File: config.mk
export PLATFORM = sky130hd
export DESIGN_NAME = base26_letter_formatter_core
export DESIGN_NICKNAME = d
export VERILOG_FILES = /design/src/b26_pkg.sv /design/src/base26_letter_formatter_core.sv /design/src/b26_div_step.sv
export SDC_FILE = /design/constraint.sdc
export NUM_CORES = 1
export LEC_CHECK = 0
export ABC_CLOCK_PERIOD_IN_PS = 7880
export BUFFER_PORTS_ARGS = -buffer_cell sky130_fd_sc_hd__buf_2
export CAP_MARGIN = 25
export CORE_ASPECT_RATIO = 1.75
export CORE_MARGIN = 4
export CORE_UTILIZATION = 29
export DETAILED_ROUTE_END_ITERATION = 8
export HOLD_SLACK_MARGIN = 0.1
export SYNTH_ARGS = -nofsm -noshare
export SYNTH_HDL_FRONTEND = slang
export SYNTH_SLANG_ARGS = --single-unit
File: constraint.sdc
create_clock -name clk -period 7.88 [get_ports clk]
set_clock_uncertainty 0.05 [all_clocks]
set_input_delay 0.788 -clock clk [delete_from_list [all_inputs] [get_ports clk]]
set_output_delay 0.788 -clock clk [all_outputs]
set_load 0.005 [all_outputs]
File: src/b26_pkg.sv
// Shared types and constants for the base-26 letter formatter.
// No dependencies; imported by every module under src.
package b26_pkg;

  localparam int RADIX      = 26;
  localparam int MAX_DIGITS = 7;
  localparam int MAX_PAD    = 63;
  localparam int NIBBLES    = 8;
  localparam int FILL_W     = $clog2(MAX_PAD + 1);

  localparam logic [6:0] LETTER_A   = 7'd65;
  localparam logic [6:0] MINUS_SIGN = 7'd45;

  typedef struct packed {
    logic signed [31:0] value;
    logic [5:0]         pad_width;
  } item_t;

  typedef struct packed {
    logic [6:0] character;
    logic       last_char;
  } result_t;

  typedef enum logic [1:0] {
    ST_IDLE,
    ST_DIVIDE,
    ST_EMIT
  } state_t;

endpackage

File: src/base26_letter_formatter_core.sv
// Base-26 letter formatter: signed value in, ASCII letters out, one per transaction.
// A transaction is taken only in the idle state; each base-26 digit (up to 7 digits) is
// found by long division, a nibble at a time, through the shared nibble division step, then
// one character per cycle is sent while the output is not stalled.
// Reset clears the sequencer, counters and output valid; the digit store is not cleared.
// Depends on b26_pkg and b26_div_step.
module base26_letter_formatter_core import b26_pkg::*; (
  input  logic    clk,
  input  logic    rst,
  input  logic    item_valid,
  output logic    item_stall,
  input  item_t   item,
  output logic    result_valid,
  input  logic    result_stall,
  output result_t result
);

  state_t state, state_next;

  logic [31:0]       mag, mag_next;
  logic [4:0]        rem, rem_next;
  logic [2:0]        nib_cnt, nib_cnt_next;
  logic [2:0]        digit_count, digit_count_next;
  logic              negative, negative_next;
  logic [FILL_W-1:0] pad, pad_next;
  logic              sign_pending, sign_pending_next;
  logic [FILL_W-1:0] fill, fill_next;
  logic [2:0]        dig_left, dig_left_next;
  logic              result_valid_next;
  result_t           result_next;
  logic [4:0]        digit_store [MAX_DIGITS];

  logic [3:0]  quo;
  logic [4:0]  step_rem;
  logic [31:0] mag_shift;
  logic        store_we;
  logic        fin;
  logic [2:0]  fin_count;
  logic        load;
  logic [4:0]  rd_digit;

  b26_div_step u_step (
    .rem     (rem),
    .nib     (mag[31:28]),
    .quo     (quo),
    .rem_out (step_rem)
  );

  assign mag_shift = {mag[27:0], quo};
  assign rd_digit  = digit_store[3'(dig_left - 3'd1)];
  assign load      = !result_valid || !result_stall;

  always_ff @(posedge clk) begin
    if (rst) begin
      state        <= ST_IDLE;
      nib_cnt      <= '0;
      digit_count  <= '0;
      sign_pending <= 1'b0;
      fill         <= '0;
      dig_left     <= '0;
      result_valid <= 1'b0;
    end else begin
      state        <= state_next;
      nib_cnt      <= nib_cnt_next;
      digit_count  <= digit_count_next;
      sign_pending <= sign_pending_next;
      fill         <= fill_next;
      dig_left     <= dig_left_next;
      result_valid <= result_valid_next;
    end
  end

  always_ff @(posedge clk) begin
    mag      <= mag_next;
    rem      <= rem_next;
    negative <= negative_next;
    pad      <= pad_next;
    result   <= result_next;
    if (store_we) begin
      digit_store[digit_count] <= step_rem;
    end
  end

  always_comb begin
    state_next        = state;
    mag_next          = mag;
    rem_next          = rem;
    nib_cnt_next      = nib_cnt;
    digit_count_next  = digit_count;
    negative_next     = negative;
    pad_next          = pad;
    sign_pending_next = sign_pending;
    fill_next         = fill;
    dig_left_next     = dig_left;
    result_valid_next = result_valid && result_stall;
    result_next       = result;
    store_we          = 1'b0;
    fin               = 1'b0;
    fin_count         = digit_count;
    item_stall        = (state != ST_IDLE);

    unique case (state)
      ST_IDLE: begin
        if (item_valid) begin
          negative_next    = item.value[31];
          mag_next         = item.value[31] ? (~item.value + 32'd1) : item.value;
          pad_next         = (int'(item.pad_width) > MAX_PAD) ? FILL_W'(MAX_PAD)
                                                              : FILL_W'(item.pad_width);
          rem_next         = '0;
          nib_cnt_next     = '0;
          digit_count_next = '0;
          state_next       = ST_DIVIDE;
        end
      end
      ST_DIVIDE: begin
        if (nib_cnt == 3'd0 && mag == 32'd0) begin
          fin = 1'b1;
        end else begin
          mag_next     = mag_shift;
          rem_next     = step_rem;
          nib_cnt_next = 3'(nib_cnt + 3'd1);
          if (nib_cnt == 3'(NIBBLES - 1)) begin
            store_we         = 1'b1;
            rem_next         = '0;
            digit_count_next = 3'(digit_count + 3'd1);
            fin_count        = digit_count_next;
            fin = (mag_shift == 32'd0) || (digit_count_next == 3'(MAX_DIGITS));
          end
        end
        if (fin) begin
          sign_pending_next = negative;
          fill_next         = (pad > FILL_W'(fin_count)) ? FILL_W'(pad - FILL_W'(fin_count))
                                                         : '0;
          dig_left_next     = fin_count;
          state_next = (negative || pad > FILL_W'(fin_count) || fin_count != 3'd0)
                       ? ST_EMIT : ST_IDLE;
        end
      end
      ST_EMIT: begin
        if (load) begin
          result_valid_next = 1'b1;
          if (sign_pending) begin
            sign_pending_next     = 1'b0;
            result_next.character = MINUS_SIGN;
            result_next.last_char = (fill == '0) && (dig_left == 3'd0);
          end else if (fill != '0) begin
            fill_next             = FILL_W'(fill - 1'b1);
            result_next.character = LETTER_A;
            result_next.last_char = (fill == FILL_W'(1)) && (dig_left == 3'd0);
          end else begin
            dig_left_next         = 3'(dig_left - 3'd1);
            result_next.character = 7'(LETTER_A + {2'b00, rd_digit});
            result_next.last_char = (dig_left == 3'd1);
          end
          if (result_next.last_char) begin
            state_next = ST_IDLE;
          end
        end
      end
      default: begin
        state_next = ST_IDLE;
      end
    endcase
  end

  a_rem_range: assert property (@(posedge clk) disable iff (rst)
    state == ST_DIVIDE |-> rem < 5'(RADIX))
    else $error("division remainder out of range");

  a_emit_work: assert property (@(posedge clk) disable iff (rst)
    state == ST_EMIT |-> (sign_pending || fill != '0 || dig_left != 3'd0))
    else $error("emit state with nothing left to send");

  a_minus_not_last: assert property (@(posedge clk) disable iff (rst)
    result_valid && result.character == MINUS_SIGN |-> !result.last_char)
    else $error("minus sign flagged as final character");

  a_accept_divide: assert property (@(posedge clk) disable iff (rst)
    item_valid && !item_stall |=> state == ST_DIVIDE && digit_count == 3'd0)
    else $error("accepted transaction did not start division");

endmodule

File: src/b26_div_step.sv
// One radix-16 step of long division by 26: remainder and next nibble in,
// quotient nibble and new remainder out. Depends on b26_pkg.
module b26_div_step import b26_pkg::*; (
  input  logic [4:0] rem,
  input  logic [3:0] nib,
  output logic [3:0] quo,
  output logic [4:0] rem_out
);

  logic [8:0] partial;
  logic [8:0] sub;

  always_comb begin
    partial = {rem, nib};
    quo     = 4'd0;
    sub     = 9'd0;
    for (int k = 1; k < 16; k++) begin
      if (partial >= 9'(RADIX * k)) begin
        quo = 4'(k);
        sub = 9'(RADIX * k);
      end
    end
    rem_out = 5'(partial - sub);
  end

endmodule
# Word level (Yosys, flattened, before mapping)
# Memories as Yosys holds them, arrays and structs flattened.
# Cells that the tools add are included.
[word_totals] elab_cells=161 memories=1 regBits=71 ramBits=35
[mem_list] name="digit_store" depth=7 width=5 read_ports=1 rd_clocked_by_memory_dff=0 write_ports=1 line="base26_letter_formatter_core.sv:31" source="logic [4:0] digit_store [MAX_DIGITS];"
[op_classes] magnitude_cmp=16 n_reduce_logical=29 add_sub_neg=8 n_eq_ne=14 n_bitwise=1 n_mux=79
[ops] operator="2-to-1 mux 32 bit" count=3
[ops] operator="2-to-1 mux 5 bit" count=18
[ops] operator="zero test 32 bit" count=2
[ops] operator="case mux 32 bit (2 select lines)" count=1
[ops] operator="greater-or-equal comparator 9 bit, second input constant" count=6
[ops] operator="greater-or-equal comparator 9 x 8 -> 1 bit, second input constant" count=5
[ops] operator="2-to-1 mux 3 bit" count=13
[ops] operator="adder 32 x 1 -> 32 bit, second input constant" count=1
[ops] operator="2-to-1 mux 4 bit" count=8
[ops] operator="2-to-1 mux 8 bit" count=4
[ops] operator="inverter 32 bit" count=1
[ops] operator="2-to-1 mux 6 bit" count=5
[ops] operator="greater-or-equal comparator 9 x 7 -> 1 bit, second input constant" count=2
[ops] operator="case mux 3 bit (2 select lines)" count=3
[ops] operator="!= test 2 bit, second input constant" count=8
[ops] operator="2-to-1 mux 2 bit" count=7
[ops] operator="2-to-1 mux 1 bit" count=13
[ops] operator="case mux 6 bit (2 select lines)" count=1
[ops] operator="case mux 5 bit (2 select lines)" count=1
[ops] operator="AND reduction 5 bit" count=2
[ops] operator="greater-or-equal comparator 9 x 5 -> 1 bit, second input constant" count=1
[ops] operator="greater-or-equal comparator 9 x 6 -> 1 bit, second input constant" count=1
[ops] operator="adder 7 x 5 -> 7 bit, first input constant" count=1
[ops] operator="adder 3 x 1 -> 3 bit, second input constant" count=2
[ops] operator="other kinds (24)" count=38

# Depth between registers and ports, before layout
# Gate-level depths: netlist of run 1.
[logic_depth] word_depth=23 ltp_mapped=15

# Modules after synthesis
# Synthesis of run 1 repeated with hierarchy kept, for this count alone.
[unflattened] hier_cells=623 area_unflattened_um2=6362.4
[modules_own_cells] module="base26_letter_formatter_core" area_per_inst_um2=5754.3 cells_per_inst=525 n_inst=1
[modules_own_cells] module="b26_div_step" area_per_inst_um2=608.1 cells_per_inst=98 n_inst=1

# Worst setup path after synthesis of run 1
# Ideal clock, no wire load.
[synth_timing] path_type="register -> register" startpoint="reg mag[15]" endpoint="reg fill[4]" arrival_time_ps=3532 setup_time_ps=128 setup_slack_ps=4171 path_buffers=1 stages_incl_launch_ff=16 cell_sequence="edfxtp_1 -> nor4_1 -> nand2_1 -> or3_1 -> clkbuf_1 -> o21a_1 -> xnor2_1 -> ha_1 -> inv_1 -> fa_1 -> a21o_1 -> a2111oi_0 -> or2_2 -> o22ai_1 -> mux2i_1 -> nor2_1"
[synth_between] elab_chain_len=8
[synth_lines] item="start: declaration" line="base26_letter_formatter_core.sv:20" source="logic [31:0] mag, mag_next;"
[synth_lines] item="start signal: assignment" line="base26_letter_formatter_core.sv:74" source="mag <= mag_next;"
[synth_lines] item="zero test 32 bit" line="base26_letter_formatter_core.sv:116" source="if (nib_cnt == 3'd0 && mag == 32'd0) begin"
[synth_lines] item="logical AND 1 bit" line="base26_letter_formatter_core.sv:116"
[synth_lines] item="2-to-1 mux 3 bit"
[synth_lines] item="2-to-1 mux 3 bit" line="base26_letter_formatter_core.sv:102" source="unique case (state)"
[synth_lines] item="subtractor 6 x 3 -> 6 bit / greater-than comparator 6 x 3 -> 1 bit (equally long branches)" line="base26_letter_formatter_core.sv:132" source="fill_next = (pad > FILL_W'(fin_count)) ? FILL_W'(pad - FILL_W'(fin_count))"
[synth_lines] item="2-to-1 mux 6 bit" line="base26_letter_formatter_core.sv:132"
[synth_lines] item="2-to-1 mux 6 bit" line="base26_letter_formatter_core.sv:130" source="if (fin) begin"
[synth_lines] item="case mux 6 bit (2 select lines)" line="base26_letter_formatter_core.sv:102"
[synth_lines] item="end signal: assignment" line="base26_letter_formatter_core.sv:67" source="fill <= fill_next;"
[synth_lines] item="end: declaration" line="base26_letter_formatter_core.sv:27" source="logic [FILL_W-1:0] fill, fill_next;"
# Several ways; a longest one is shown, not always the timed one. The select of a mux whose other input is x is not followed.
# A chain may end at the register's enable or synchronous reset.

# Worst setup path in the final report of run 1
[layout_timing] startpoint="reg mag[26]" endpoint="reg state[1]"
[layout_between] elab_chain_len=10
[layout_lines] item="zero test 32 bit" line="base26_letter_formatter_core.sv:116"
[layout_lines] item="logical AND 1 bit" line="base26_letter_formatter_core.sv:116"
[layout_lines] item="2-to-1 mux 3 bit"
[layout_lines] item="2-to-1 mux 3 bit" line="base26_letter_formatter_core.sv:102"
[layout_lines] item="greater-than comparator 6 x 3 -> 1 bit" line="base26_letter_formatter_core.sv:135" source="state_next = (negative || pad > FILL_W'(fin_count) || fin_count != 3'd0)"
[layout_lines] item="logical OR 1 bit (2 in series)" line="base26_letter_formatter_core.sv:135"
[layout_lines] item="2-to-1 mux 2 bit" line="base26_letter_formatter_core.sv:136" source="? ST_EMIT : ST_IDLE;"
[layout_lines] item="2-to-1 mux 2 bit" line="base26_letter_formatter_core.sv:130"
[layout_lines] item="case mux 2 bit (3 select lines)" line="base26_letter_formatter_core.sv:102"
[layout_lines] item="end signal: assignment" line="base26_letter_formatter_core.sv:63" source="state <= state_next;"
[layout_lines] item="end: declaration" line="base26_letter_formatter_core.sv:18" source="state_t state, state_next;"
# Several ways; a longest one is shown, not always the timed one. The select of a mux whose other input is x is not followed.

==> results of run 1 <==
power breakdown:
| group | total, uW | leakage, uW | internal (uW) | switching [uW] |
|---|---|---|---|---|
| sequential | 776 | 0.000978 | 721 | 54.9 |
| combinational | 336 | 0.00136 | 123 | 213 |
| clock | 446 | 0.000142 | 224 | 222 |
how the worst max path moves through the flow:
stage | start | slack, ps | endpoint
after floorplan | mag[15] | 4170 | fill[4]
after global placement | mag[26] | 3450 | fill[4]
after detailed placement | mag[9] | 3810 | state[1]
after CTS | mag[9] | 3790 | state[1]
after global routing | mag[9] | 3420 | state[1]
final | mag[26] | 3800 | state[1]
per-layer routing:
| layer | vias to the layer above | track usage [%] |
|---|---|---|
| li1 | 2402 | - |
| met1 | 2316 | 12.8 |
| met2 | 120 | 23.2 |
| met3 | 28 | 1.94 |
| met4 | 0 | 5.78 |
| met5 | - | 0 |
synth_stat cells, types with 11 or more instances:
library cell               instances
sky130_fd_sc_hd__a21oi_1          23
sky130_fd_sc_hd__nor3_1           13
sky130_fd_sc_hd__xnor2_1          17
sky130_fd_sc_hd__nand2_1          71
sky130_fd_sc_hd__nand3_1          17
sky130_fd_sc_hd__o31ai_1          11
sky130_fd_sc_hd__nor2_1           35
sky130_fd_sc_hd__inv_1            24
sky130_fd_sc_hd__ha_1             18
sky130_fd_sc_hd__clkbuf_1         30
sky130_fd_sc_hd__edfxtp_1         87
sky130_fd_sc_hd__xor2_1           28
sky130_fd_sc_hd__dfxtp_1          19
sky130_fd_sc_hd__o21ai_0          52
stage by stage:
stage / power, uW / hold slack [ps] / instances / util [%] / area, um2
after global routing: 1650 / 461 / 953 / 33.1 / 7120
after CTS: 1570 / 444 / 953 / 33.1 / 7120
final: 1560 / 441 / 953 / 33.1 / 7120
after floorplan: 1010 / 410 / 625 / - / 6310
after detailed placement: 1120 / 434 / 937 / 31.8 / 6830
after global placement: 1120 / 423 / 935 / 31.7 / 6820
area by class of cell:
type | instances | area [um2]
inverter | 25 | 93.8
sequential | 106 | 2990
fill | 2305 | 14400
clock inverter | 7 | 67.6
tap | 292 | 365
multi-input combinational | 458 | 3090
clock buffer | 9 | 225
timing repair buffer | 56 | 289
critical path, stage by stage (launching register included):
cell and delay [ps]:
sky130_fd_sc_hd__edfxtp_1 390, sky130_fd_sc_hd__nor4_1 330, sky130_fd_sc_hd__nand2_1 150, sky130_fd_sc_hd__or3_1 540
sky130_fd_sc_hd__o21a_1 310, sky130_fd_sc_hd__xnor2_1 180, sky130_fd_sc_hd__ha_1 190, sky130_fd_sc_hd__inv_1 50
sky130_fd_sc_hd__fa_1 400, sky130_fd_sc_hd__a21o_1 180, sky130_fd_sc_hd__a2111oi_0 650, sky130_fd_sc_hd__buf_1 220
sky130_fd_sc_hd__nor3b_1 200, sky130_fd_sc_hd__a311oi_1 110
state kept, by name, indices dropped and copies added (netlist names), 2 cells and up:
register / count
rem: 5
state: 2
pad: 6
result: 8
digit_count: 3
fill: 6
digit_store: 35
nib_cnt: 3
dig_left: 3
mag: 32
cells by family (layout without fill, tap and decap cells):
| group | after synthesis | in the layout | synth area share (%) |
|---|---|---|---|
| flops | 106 | 106 | 47.4 |
| buf+inv | 61 | 97 | 3.78 |
| xor+xnor | 45 | 45 | 6.24 |
| mux | 19 | 19 | 4.10 |
| compound gates | 164 | 164 | 17.3 |
| fa+ha+maj | 20 | 20 | 4.20 |
| simple gates | 210 | 210 | 17.0 |
==> load_flow_metrics.sql, run 1 <==
INSERT INTO impl_metrics (metric_group, metric, value, unit) VALUES
('critical_path', 'arrival_time_of_data_at_the_critical_path_endpoint', '4250', 'ps'),
('drt', 'drt_pre_antenna_iters', '4', ''),
('timing', 'finalSetupTns', '0', 'ps'),
('drt', 'm1WireLength', '5410', 'um'),
('drt', 'met3_wirelength', '559', 'um'),
('logic_synthesis', 'synth.area.top_cells', 'sky130_fd_sc_hd__edfxtp_1 41%, sky130_fd_sc_hd__dfxtp_1 6.0%, sky130_fd_sc_hd__nand2_1 4.2%', ''),
('logic_synthesis', 'netlist_instances', '625', ''),
('timing', 'finalMaxSlewViolations', '0', ''),
('cells_and_area', 'finish.net_count', '718', ''),
('logic_synthesis', 'postSynth.asyncResetShare', '0', '%'),
('cts', 'cts.sinks', '106', ''),
('drt', 'drc', '0', ''),
('placement', 'io_buffer_count', '51', ''),
('grt', 'grt.total_usage', '12.1', '%'),
('cells_and_area', 'layout.cells.most_common', 'sky130_fd_sc_hd__edfxtp_1', ''),
('logic_synthesis', 'synth_seq_cells', '106', ''),
('logic_synthesis', 'ys.warnings.count', '0', ''),
('die', 'fp.coreArea', '21500', 'um2'),
('critical_path', 'timing.rr.start', 'mag[26]', ''),
('cts', 'clkSlewWorstSetupHoldPaths', '80', 'ps'),
('placement', 'detailedPlace.worstSlack', '3810', 'ps'),
('placement', 'post-dp-hpwl', '11000', 'um'),
('cells_and_area', 'antenna_cells_inserted', '0', ''),
('timing', 'grt_setup_unrepaired', 'false', ''),
('grt', 'grt-ovfl-total', '0', ''),
('die', 'ios', '52', ''),
('cts', 'postCtsHoldBufs', '0', ''),
('timing', 'max_freq', '245', 'MHz'),
('critical_path', 'worstSetupStartpointType', 'register', ''),
('die', 'die_height', '203', 'um'),
('hold_path', 'timing.hold.worst_path_depth', '2', ''),
('cells_and_area', 'flow.area_growth_from_synthesis', '12.8', '%'),
('timing', 'period_share', '51.8', '%'),
('critical_path', 'setup.worst_path.end_class', 'register', ''),
('drt', 'routed-wl-met2', '8040', 'um'),
('timing', 'setup_ws_post_layout', '3800', 'ps'),
('grt', 'first_global_vias', '4920', ''),
('timing', 'period_minus_slack', '4080', 'ps'),
('cells_and_area', 'highest_count_cells_in_the_layout_ignoring_fill_and_taps', '87 x sky130_fd_sc_hd__edfxtp_1, 71 x sky130_fd_sc_hd__nand2_1, 52 x sky130_fd_sc_hd__o21ai_0', ''),
('drt', 'ant_nets', '0', ''),
('logic_synthesis', 'seq_area_frac_synth', '47.4', '%'),
('grt', 'initial_antenna_violation_count', '0', ''),
('placement', 'routabilityCongestion', '0.876', ''),
('cts', 'tritoncts', 'yes', ''),
('outcome', 'run_status', 'completed', ''),
('hold_path', 'worst_hold_path_type', 'register to register', ''),
('logic_synthesis', 'synth_enable_flop_cells', '87', ''),
('die', 'start_util', '29.4', '%'),
('cts', 'htree_levels', '3', ''),
('cts', 'postCtsSetupBuffers', '0', ''),
('logic_synthesis', 'synth.lib_cells_used.distinct', '68', ''),
('logic_synthesis', 'synth_area', '6310', 'um2'),
('drt', 'detailedRoute.firstIterationViolations', '255', ''),
('hold_path', 'timing.hold.worst.start', 'nib_cnt[1]', ''),
('hold_path', 'hold-path-endpoint', 'nib_cnt[1]', ''),
('logic_synthesis', 'synth_nets', '687', ''),
('logic_synthesis', 'synthesis.area_per_instance', '10.1', 'um2'),
('run', 'cap_viol_max_count', '0', ''),
('timing', 'finalHoldViolCount', '0', ''),
('pwr', 'p_per_area', '219', 'nW/um2'),
('logic_synthesis', 'synth_largest_type_area_fraction', '41.4', '%'),
('critical_path', 'timing.reg2reg.setup_slack', '3800', 'ps'),
('timing', 'timing.max_slew.rel_slack', '46.2', '%'),
('timing', 'finalSetupViolCount', '0', ''),
('drt', 'routed_via_density', '5.11', ''),
('cells_and_area', 'layout-drive-gt1-share', '14.7', '%'),
('timing', 'tightestPinTransition', '800', 'ps'),
('cts', 'cts.path.max_buffers', '2', ''),
('critical_path', 'cp_max_fo', '9', ''),
('pwr', 'worst_ir_drop_vdd', '0.0949', 'mV'),
('critical_path', 'criticalPathCategory', 'register to register', '');
No activity file was read; power rests on OpenSTA's default activity.
==> inputs of run 2 (changes only) <==
- ABC_CLOCK_PERIOD_IN_PS: 7880 -> 3700
- clock period: 7.88 -> 3.7 ns (I/O delays scaled with it)
==> run 2 against run 1 <==
Effect of this change: sequential cell count unchanged; global-route usage grew 0.38 points; routed wire length grew 3.4%; non-clock buffer count up 19; maximum frequency rose by 16%; largest power group unchanged.
==> load_flow_metrics.sql, run 2 (synthesized netlist as in run 1, its figures left out) <==
INSERT INTO impl_metrics (metric_group, metric, value, unit) VALUES
('timing', 'period_share', '94.7', '%'),
('drt', 'drt_pre_antenna_iters', '5', ''),
('timing', 'tightestPinTransition', '784', 'ps'),
('critical_path', 'worstRegToRegCells', '15', ''),
('drt', 'vias', '4899', ''),
('critical_path', 'arrival_time_of_data_at_the_critical_path_endpoint', '3680', 'ps'),
('outcome', 'run_status', 'completed', ''),
('grt', 'first_pass_grt_wire_length', '24900', 'um'),
('grt', 'first_global_vias', '5022', ''),
('cells_and_area', 'layout-drive-gt1-share', '18.2', '%'),
('timing', 'period_minus_slack', '3510', 'ps'),
('die', 'start_util', '29.4', '%'),
('cts', 'total_clock_buffers_created_by_cts', '9', ''),
('placement', 'io_buffer_count', '51', ''),
('cts', 'cts.path.max_buffers', '2', ''),
('timing', 'finalMaxSlewViolations', '0', ''),
('cts', 'cts.root.buffer_cell', 'sky130_fd_sc_hd__clkbuf_16', ''),
('critical_path', 'cp_max_fo', '5', ''),
('placement', 'routabilityCongestion', '0.891', ''),
('critical_path', 'worst-endpoint-required', '3870', 'ps'),
('cts', 'clkSlewWorstSetupHoldPaths', '80', 'ps'),
('critical_path', 'worst_path_max_delay_cell', 'sky130_fd_sc_hd__edfxtp_1', ''),
('critical_path', 'setup.worst_path.end_class', 'register', ''),
('cells_and_area', 'top_regs', 'digit_store (35), mag (32), result (8)', ''),
('critical_path', 'timing.rr.start', 'mag[9]', ''),
('drt', 'wire_per_inst', '15.4', 'um'),
('die', 'die_height', '203', 'um'),
('critical_path', 'crit_chain', 'nor4_2 -> nand3_1 -> or3_4 -> o21a_1 -> xnor2_2 -> ha_2 -> inv_1 -> fa_2 -> a21o_1 -> a2111oi_4 -> buf_4 -> or2_2 -> o22ai_1 -> mux2i_1 -> nor2_1', ''),
('cells_and_area', 'postLayoutCoreUtil', '34.1', '%'),
('grt', 'grt-ovfl-total', '0', ''),
('placement', 'post-dp-hpwl', '11400', 'um'),
('cells_and_area', 'flow.area_growth_from_synthesis', '16.0', '%'),
('hold_path', 'timing.hold.worst.start', 'item[2]', ''),
('grt', 'grt.total_usage', '12.5', '%'),
('timing', 'worst_hold_slack', '139', 'ps'),
('cts', 'cts.sinks', '106', ''),
('cells_and_area', 'layout.cells.most_common', 'sky130_fd_sc_hd__edfxtp_1', ''),
('drt', 'routed_via_density', '5.04', ''),
('drt', 'final_routed_wirelength', '15000', 'um'),
('die', 'design.die.area', '24300', 'um2'),
('die', 'ios', '52', ''),
('timing', 'timing.max_slew.rel_slack', '47.3', '%'),
('hold_path', 'timing.hold.worst_path_depth', '1', ''),
('cts', 'tritoncts', 'yes', ''),
('cts', 'htree_levels', '3', ''),
('cells_and_area', 'largest_register_ff_count', '35', ''),
('critical_path', 'critical-path-max-stage-delay', '430', 'ps'),
('pwr', 'p_per_area', '465', 'nW/um2'),
('critical_path', 'criticalPathCategory', 'register to register', ''),
('cells_and_area', 'largest-register', 'digit_store', ''),
('critical_path', 'critPathTopFamily', 'simple AND/OR/NAND/NOR gates', ''),
('die', 'std_cell_rows', '71', ''),
('die', 'dieWidth', '120', 'um'),
('hold_path', 'worst_hold_path_type', 'input pin to register', ''),
('drt', 'detailedRoute.firstIterationViolations', '220', ''),
('placement', 'dp.cells', '952', ''),
('cts', 'clk-insertion-delay-late', '350', 'ps'),
('cells_and_area', 'highest_count_cells_in_the_layout_ignoring_fill_and_taps', '87 x sky130_fd_sc_hd__edfxtp_1, 71 x sky130_fd_sc_hd__nand2_1, 52 x sky130_fd_sc_hd__o21ai_0', ''),
('critical_path', 'crit_buf_inv', '2', ''),
('cells_and_area', 'fill_cells', '2265', ''),
('critical_path', 'timing.reg2reg.setup_slack', '190', 'ps'),
('die', 'fp.coreArea', '21500', 'um2'),
('timing', 'max_freq', '285', 'MHz'),
('cells_and_area', 'antenna_cells_inserted', '0', ''),
('drt', 'drc', '0', ''),
('critical_path', 'worstSetupStartpointType', 'register', ''),
('timing', 'finalHoldViolCount', '0', ''),
('critical_path', 'worstReg2RegEnd', 'fill[4]', ''),
('cells_and_area', 'instances_no_fill', '972', ''),
('pwr', 'worst_ir_drop_vdd', '0.272', 'mV'),
('pwr', 'p_leak', '0.00259', 'uW'),
('cells_and_area', 'finish.net_count', '737', ''),
('drt', 'ant_nets', '0', ''),
('run', 'cap_viol_max_count', '0', ''),
('hold_path', 'hold-path-endpoint', 'pad[2]', ''),
('grt', 'initial_antenna_violation_count', '0', ''),
('timing', 'finalSetupViolCount', '0', ''),
('grt', 'maximum_number_of_pins_on_one_net_before_global_route_repair', '62', '');
[run 2: cell type report]
cell class | count | area, um2 | share of cell area [%]
flip-flops and latches | 106 | 2990 | 40.9
clock buffers | 9 | 225 | 3.07
inverters | 25 | 93.8 | 1.28
repair buffers | 75 | 439 | 5.99
well taps | 292 | 365 | 4.99
clock inverters | 7 | 63.8 | 0.871
multi-input cells | 458 | 3150 | 42.9
[run 2: power by group]
part           switching (uW)  internal, uW
registers                65.3          1530
clock network             466           475
logic                     527           341
total                    1060          2350
[run 2: worst max-delay path by stage]
stage / start / to / slack [ps] / cells past startpoint
2_1_floorplan: mag[15] / fill[4] / 120 / 15
3_3_place_gp: mag[26] / fill[4] / 60 / 15
3_5_place_dp: mag[26] / fill[4] / 80 / 15
4_1_cts: mag[26] / fill[4] / 50 / 15
5_1_grt: mag[27] / fill[4] / -7 / 14
6_report: mag[9] / fill[4] / 190 / 15
[run 2: per-layer routing]
metal	wire length, um	vias to the layer above	global-route usage, %
met5	0	-	0
met4	405	0	4.96
met3	398	28	1.55
met2	8390	99	24.4
met1	5760	2318	13.4
li1	-	2454	-
[run 2: what timing repair did]
item	4_1_cts	5_1_grt
hold buffers	0	0
gates resized for setup	0	10
buffers inserted	0	4
endpoints found under the setup margin	0	6
[run 2: through the flow]
stage / instance area (um2) / worst slack [ps] / setup TNS (ps) / total power [uW]
2_1_floorplan: 6320 / 121 / 0 / 2150
3_3_place_gp: 6950 / 55.9 / 0 / 2470
3_5_place_dp: 6950 / 78.6 / 0 / 2490
4_1_cts: 7240 / 53.7 / 0 / 3430
5_1_grt: 7330 / -7.48 / -7.48 / 3600
6_report: 7330 / 195 / 0 / 3410
